## src/rtl/pcx_pkg.sv

```systemverilog
// ----------------------------------------------------------------------------
// pcx_pkg
// Shared constants, codes and types of the packet chain XOR codec.
// ----------------------------------------------------------------------------
`default_nettype none

package pcx_pkg;

  // Payload store geometry.
  localparam int PAYLOAD_MAX  = 1024;
  localparam int HEADER_BYTES = 5;
  localparam int ADDR_W       = $clog2(PAYLOAD_MAX);
  localparam int CNT_W        = $clog2(PAYLOAD_MAX + 1);
  localparam int POS_W        = $clog2(PAYLOAD_MAX + HEADER_BYTES);

  // Decoder position and length widths follow the 16-bit length field.
  localparam int DLEN_W = 16;
  localparam int DPOS_W = 17;

  // Header byte positions of a framed packet.
  localparam int HDR_CODE     = 0;
  localparam int HDR_LEN_LO   = 1;
  localparam int HDR_LEN_HI   = 2;
  localparam int HDR_KEY      = 3;
  localparam int HDR_CHECKSUM = 4;

  // Operation codes carried in the input tuser.
  typedef enum logic [1:0] {
    OP_PUSH   = 2'd0,
    OP_PULL   = 2'd1,
    OP_DECODE = 2'd2
  } pcx_op_e;

  // Configuration register indexes.
  localparam logic CFG_FIXED_KEY   = 1'b0;
  localparam logic CFG_PACKET_CODE = 1'b1;

  // One result word as produced by the encoder or the decoder.
  typedef struct packed {
    logic       valid;
    logic [7:0] data;
    logic       last;
    logic       ok;
  } pcx_result_t;

endpackage

`default_nettype wire

```

## src/rtl/pcx_decoder.sv

```systemverilog
// ----------------------------------------------------------------------------
// pcx_decoder
// Parses a received packet, descrambles the payload and checks the sum.
// ----------------------------------------------------------------------------
`default_nettype none

module pcx_decoder
  import pcx_pkg::*;
(
  input  wire logic       clk_i,
  input  wire logic       rst_ni,
  input  wire logic       decode_i,
  input  wire logic [7:0] data_i,
  input  wire logic [7:0] fixed_key_i,
  output pcx_result_t     res_o
);

  logic [DPOS_W-1:0] pos_q, pos_d;
  logic [DLEN_W-1:0] len_q, len_d;
  logic [7:0]        key_q, key_d;
  logic [7:0]        chk_q, chk_d;
  logic [7:0]        prev_p_q, prev_p_d;
  logic [7:0]        prev_c_q, prev_c_d;
  logic [7:0]        sum_q, sum_d;

  logic [7:0] k, p, plain, chk_p, chk_plain, sum_new;
  logic       last;

  // Inverse chain for a payload byte.
  assign k       = 8'(pos_q - DPOS_W'(HDR_KEY));
  assign p       = data_i ^ (prev_c_q + fixed_key_i + k);
  assign plain   = p ^ (prev_p_q + key_q + k);
  assign sum_new = sum_q + plain;
  assign last    = (pos_q - DPOS_W'(HDR_CHECKSUM)) >= {1'b0, len_q};

  // Inverse chain for the checksum byte, where k is one.
  assign chk_p     = data_i ^ (fixed_key_i + 8'd1);
  assign chk_plain = chk_p ^ (key_q + 8'd1);

  // Next state and the result byte.
  always_comb begin
    pos_d    = pos_q;
    len_d    = len_q;
    key_d    = key_q;
    chk_d    = chk_q;
    prev_p_d = prev_p_q;
    prev_c_d = prev_c_q;
    sum_d    = sum_q;
    res_o    = '0;

    if (decode_i) begin
      priority if (pos_q == DPOS_W'(HDR_CODE)) begin
        pos_d = pos_q + 1'b1;
      end else if (pos_q == DPOS_W'(HDR_LEN_LO)) begin
        len_d = {8'd0, data_i};
        pos_d = pos_q + 1'b1;
      end else if (pos_q == DPOS_W'(HDR_LEN_HI)) begin
        len_d = {data_i, len_q[7:0]};
        pos_d = pos_q + 1'b1;
      end else if (pos_q == DPOS_W'(HDR_KEY)) begin
        key_d = data_i;
        pos_d = pos_q + 1'b1;
      end else if (pos_q == DPOS_W'(HDR_CHECKSUM)) begin
        chk_d    = chk_plain;
        prev_p_d = chk_p;
        prev_c_d = data_i;
        sum_d    = '0;
        if (len_q == '0) begin
          // An empty payload finishes on the checksum byte.
          pos_d       = '0;
          res_o.valid = 1'b1;
          res_o.last  = 1'b1;
          res_o.ok    = (chk_plain == 8'd0);
        end else begin
          pos_d = pos_q + 1'b1;
        end
      end else begin
        prev_p_d    = p;
        prev_c_d    = data_i;
        sum_d       = sum_new;
        res_o.valid = 1'b1;
        res_o.data  = plain;
        if (last) begin
          pos_d      = '0;
          res_o.last = 1'b1;
          res_o.ok   = (sum_new == chk_q);
        end else begin
          pos_d = pos_q + 1'b1;
        end
      end
    end
  end

  // State registers.
  always_ff @(posedge clk_i or negedge rst_ni) begin
    if (!rst_ni) begin
      pos_q    <= '0;
      len_q    <= '0;
      key_q    <= '0;
      chk_q    <= '0;
      prev_p_q <= '0;
      prev_c_q <= '0;
      sum_q    <= '0;
    end else begin
      pos_q    <= pos_d;
      len_q    <= len_d;
      key_q    <= key_d;
      chk_q    <= chk_d;
      prev_p_q <= prev_p_d;
      prev_c_q <= prev_c_d;
      sum_q    <= sum_d;
    end
  end

endmodule

`default_nettype wire

```

## config.mk

```make
export PLATFORM = sky130hd
export DESIGN_NAME = pcx_decoder
export DESIGN_NICKNAME = d
export VERILOG_FILES = /design/src/rtl/pcx_pkg.sv /design/src/rtl/pcx_decoder.sv
export SDC_FILE = /design/constraint.sdc
export NUM_CORES = 1
export LEC_CHECK = 0
export BUFFER_PORTS_ARGS = -buffer_cell sky130_fd_sc_hd__clkbuf_2
export CAP_MARGIN = 20
export CELL_PAD_IN_SITES_DETAIL_PLACEMENT = 0
export CELL_PAD_IN_SITES_GLOBAL_PLACEMENT = 1
export CORE_ASPECT_RATIO = 2
export CORE_MARGIN = 1
export CORE_UTILIZATION = 35
export DETAILED_ROUTE_END_ITERATION = 10
export PLACE_DENSITY = 0.71
export SYNTH_ARGS = -nofsm -noshare
export SYNTH_HDL_FRONTEND = slang
export SYNTH_SLANG_ARGS = --single-unit
export TNS_END_PERCENT = 1
```

## constraint.sdc

```tcl
create_clock -name clk_i -period 6 [get_ports clk_i]
set_clock_uncertainty 0.15 [all_clocks]
set_input_delay 0 -clock clk_i [delete_from_list [all_inputs] [get_ports clk_i]]
set_output_delay 0 -clock clk_i [all_outputs]
set_load 0.01 [all_outputs]
```

# After elaboration in Yosys (flattened, before gate mapping)
# Index checks and enable logic that the tools add are counted.
dict set report totals {
  latchBits 0
  memories 0
  register_bits 73
  word_cells 63
  rom_bits 0
  output_inout_bits 11
  mem_bits_rw 0
}
dict set report classes {
  n_eq_ne 5
  multipliers 0
  n_reduce_logical 9
  shifts 0
  bitwise_logic 8
  n_div 0
  order_cmp 1
  n_mux 22
  addsub 10
}
# operator count
set op_table {}
lappend op_table {{17-bit two-way mux} 7}
lappend op_table {{11-bit two-way mux} 5}
lappend op_table {{8-bit adder} 5}
lappend op_table {{17-bit by 2-bit equality test with 1-bit output (second input constant)} 2}
lappend op_table {{16-bit two-way mux} 2}
lappend op_table {{8-bit bitwise XOR} 4}
lappend op_table {{8-bit two-way mux} 3}
lappend op_table {{17-bit by 1-bit adder with 17-bit output (second input constant)} 1}
lappend op_table {{17-bit by 1-bit equality test with 1-bit output (second input constant)} 1}
lappend op_table {{17-bit by 3-bit equality test with 1-bit output (second input constant)} 1}
lappend op_table {{17-bit by 16-bit >= comparator with 1-bit output} 1}
lappend op_table {{17-bit logical NOT} 1}
lappend op_table {{17-bit by 3-bit subtractor with 17-bit output (second input constant)} 1}
lappend op_table {{8-bit by 1-bit adder with 8-bit output (second input constant)} 2}
lappend op_table {{16-bit logical NOT} 1}
lappend op_table {{5-bit AND reduction} 2}
lappend op_table {{8-bit equality test} 1}
lappend op_table {{8-bit logical NOT} 1}
lappend op_table {{8-bit by 2-bit subtractor with 8-bit output (second input constant)} 1}
lappend op_table {{2-bit two-way mux} 3}
lappend op_table {{3-bit AND reduction} 2}
lappend op_table {{6-bit AND reduction} 1}
lappend op_table {{1-bit inverter} 4}
lappend op_table {{1-bit two-way mux} 2}
lappend op_table {{2-bit nonzero test} 1}

# Longest topological paths before layout
dict set report depth {
  ltp_word 13
  depth_mapped 20
  ltp_nobuf 19
}

# Least setup slack after synthesis
# No wires, ideal clock.
dict set report synth_path {
  path_type {reg2out}
  startpoint {register pos_q[2]}
  endpoint {output res_o[0] in the netlist's numbering}
  path_slack_ps 1099
  stages_incl_launch_ff 21
  required_time_ps 5850
  t_arrival_ps 4751
  n_path_buf 1
  cell_sequence {dfrtp_1 > inv_1 > ha_1 > or3b_2 > clkbuf_1 > nor2_1 > xnor2_1 > fa_1 > inv_1 > ha_1 > xnor2_1 > xnor2_1 > xnor2_1 > ha_1 > xnor2_1 > nor2_1 > nor3_1 > a2111oi_0 > nand3_1 > or4_1 > o31ai_2}
}
# item line
set synth_rtl {}
lappend synth_rtl {{start: declaration} pcx_decoder.sv:18} ;# logic [DPOS_W-1:0] pos_q, pos_d;
lappend synth_rtl {{start signal: assignment} pcx_decoder.sv:105} ;# pos_q <= pos_d;
lappend synth_rtl {{end: declaration} pcx_decoder.sv:15} ;# output pcx_result_t res_o

==> flow_summary.ini <==
[run_status]
run_status = finished, final reports clean

[global_route]
top_usage_layer = met2
first_global_vias = 4913
groute.layer.met2.usage_pct = 39.2
maximum_number_of_pins_on_one_net_before_global_route_repair = 74
global_route_total_overflow = 0
initial_antenna_violation_count = 0
met1_usage_pct = 19.0
grt_usage_pct = 20.8
grt_pass1_wl_um = 26100
met3_usage_grt_pct = 2.60

[synth]
synthFlopType = dfrtp_1
synth_cell_type_count = 52
synth-async-reset-ratio_pct = 100
synth-edff-count = 0
netlist_instances = 613
synth_nets = 693
synth-seq-area-share_pct = 31.3
avgSynthCellArea_um2 = 9.52
synth_area_um2 = 5840
yosys_register_bits = 73
ys_warn_count = 0

[clock_tree]
cts_max_level = 3
post_cts_buffers = 0
cts.path.max_buffers = 2
clock_latency_ns = 0.35
clock_sinks = 73
cts_made_buffers = 9
cts_tree = built
buffer_cell_driving_the_clock_tree_root = clkbuf_16
clkTransAtPathRegs_ns = 0.06

[critical_path]
cp-start-kind = flip-flop
arrival_ns = 5.55
critPathKind = reg -> out
timing.critical_path.fanout_max = 7
required_ns = 5.85
critical_path.endpoint_type = output port

[timing]
fin_crit_sh_pct = 94.9
grt_setup_unrepaired = no
tns_ns = 0
final_hold_viol_count = 0
fmax_ghz = 0.176
worst_slew_margin_rel_pct = 33.8
timing_worst_slew_pin_value_ns = 0.992
finalMaxSlewViolations = 0
setup_viol = 0
post-route-min-period_ns = 5.70

[die]
floorplan.io_pins = 30
die_area_um2 = 17200
initial_utilization_pct = 35.9
core.rowCount = 66
die_extent_in_y_um = 185
core_area_um2 = 16300
die-width_um = 93.3

[layout]
number_of_inserted_diodes = 0
drive_gt1_share_pct = 14.3
syn_to_final_growth_pct = 13.1
fillerInstances = 1579
finish.net_count = 719

[route]
post-route-drc-count = 0
detail_route.first_pass.iterations = 6
route.antenna.remaining_nets = 0
route.vias.total = 4530
detail_route.wirelength_um = 16400
drt_first_iter_violations = 155
drt-wirelength-per-cell_um = 19.3
routed_via_density = 5.34

[place]
io_buffers = 29
placed_wire_length_estimate_um = 13200
gpl.final_weighted_congestion = 0.906

[hold_path]
min-delay-path-class = in -> reg

[run]
number_of_max_cap_violations = 0
==> sequential cells by signal, summed over array words and instances (netlist names) <==
signal    count
sum_q         8
pos_q        17
len_q        16
prev_p_q      8
key_q         8
prev_c_q      8
chk_q         8
==> path summary, 6_finish.rpt <==
kind,startpoint,to,slack [ns],cells past startpoint
setup / recovery,pos_q[3],res_o[0],0.30,20
hold / removal,fixed_key_i[7],prev_p_q[7],0.13,6
setup reg to reg,pos_q[0],sum_q[7],1.10,16
hold reg to reg,sum_q[3],sum_q[3],0.34,2
max in group asynchronous,rst_ni,pos_q[2],4.80,2
min in group asynchronous,rst_ni,prev_c_q[0],0.21,2
==> placed cells by master, fill, tap and decap left out, types with 2 or more instances in the layout <==
master | synthesis | layout
nand3_1 | 23 | 23
nand2b_1 | 2 | 2
clkbuf_16 | 0 | 9
o31ai_1 | 4 | 4
o21bai_1 | 5 | 4
mux2i_1 | 3 | 3
inv_1 | 44 | 43
xnor2_1 | 64 | 64
nor2b_1 | 16 | 16
or4_1 | 5 | 5
a31oi_1 | 4 | 4
clkbuf_8 | 0 | 4
clkbuf_2 | 0 | 28
o41ai_1 | 2 | 2
nor4_1 | 13 | 12
xor2_1 | 32 | 32
nor2_1 | 25 | 24
ha_1 | 44 | 43
and2_1 | 3 | 3
buf_4 | 1 | 7
o21ai_0 | 32 | 32
clkinvlp_4 | 0 | 4
and3_1 | 16 | 16
o21a_1 | 3 | 3
nand4_1 | 4 | 4
dfrtp_1 | 73 | 70
a21oi_1 | 19 | 19
a22o_1 | 19 | 19
a211oi_1 | 4 | 4
a21o_1 | 7 | 7
fa_1 | 17 | 17
and4_1 | 3 | 3
nand2_1 | 37 | 37
or3_1 | 3 | 3
dlygate4sd3_1 | 0 | 10
o22ai_1 | 2 | 2
dfrtp_2 | 0 | 3
mux2_2 | 28 | 28
nor3_1 | 11 | 11
==> Yosys cell counts (6+ instances only) <==
cell	n	area share [%]
inv_1	44	2.8
nor2_1	25	1.6
nand2_1	37	2.4
xnor2_1	64	9.6
a21oi_1	19	1.6
nor4_1	13	1.4
and3_1	16	1.7
xor2_1	32	4.8
o21ai_0	32	2.7
buf_2	6	0.51
mux2_2	28	5.4
nand3_1	23	2.0
ha_1	44	9.4
dfrtp_1	73	31
a21o_1	7	0.90
clkbuf_1	22	1.4
nor3_1	11	0.94
a22o_1	19	2.9
fa_1	17	5.8
nor2b_1	16	1.7
==> what timing repair did <==
item | in CTS | in global routing
endpoints found under the hold margin | 106 | 0
gates resized for setup | 0 | 8
setup endpoints to repair | 0 | 1
hold buffers | 10 | 0
==> metrics by stage <==
| stage | cell area (um2) | hold WS (ns) | util, % | setup slack (ns) | std cells |
|---|---|---|---|---|---|
| 2_1_floorplan | 5840 | -0.446 | - | 1.10 | 613 |
| 5_1_grt | 6600 | 0.192 | 40.6 | 0.0254 | 848 |
| 3_5_place_dp | 6160 | 0.0856 | 37.8 | 0.573 | 821 |
| 6_report | 6600 | 0.134 | 40.6 | 0.305 | 848 |
| 3_3_place_gp | 6160 | 0.0688 | 37.8 | 0.728 | 821 |
| 4_1_cts | 6560 | 0.134 | 40.3 | 0.199 | 847 |
==> routing by layer <==
| layer | vias to the layer above | wire length, um |
|---|---|---|
| met5 | - | 0 |
| met3 | 56 | 334 |
| met4 | 0 | 1390 |
| met2 | 86 | 9050 |
| met1 | 2208 | 5620 |
| li1 | 2180 | - |
==> kinds of logic after synthesis <==
group | after synthesis | synth area share, %
multiplexers | 31 | 5.92
buffers and inverters | 75 | 5.14
adder cells (fa/ha/maj) | 61 | 15.3
AO/OA/AOI/OAI | 110 | 12.8
XOR/XNOR | 97 | 14.8
AND/OR/NAND/NOR | 166 | 14.8
flip-flops | 73 | 31.3
==> worst max-delay path, stage by stage (launching register included) <==
cell and delay (ns):
dfrtp_1 0.42, inv_1 0.17, ha_1 0.24, or3b_2 0.57
nor2_2 0.17, xnor2_1 0.12, fa_1 0.52, inv_1 0.05
ha_1 0.33, xnor2_1 0.15, xnor2_1 0.24, xnor2_1 0.17
ha_1 0.30, xnor2_1 0.19, nor2_1 0.11, nor3_1 0.05
a2111oi_1 0.38, nand3_1 0.10, or4_1 0.49, o31ai_2 0.25
clkbuf_2 0.16
==> layout make-up <==
class / count / area, um2 / share of cell area (%)
Multi-Input combinational cell: 465 / 3730 / 56.4
Inverter: 44 / 169 / 2.56
Timing Repair Buffer: 46 / 320 / 4.85
Clock inverter: 3 / 22.5 / 0.341
Tap cell: 204 / 255 / 3.87
Sequential cell: 73 / 1830 / 27.7
Clock buffer: 13 / 280 / 4.24
Power is not shown: default switching activity piles up to over one toggle a cycle in this logic, so the estimate is an artifact.
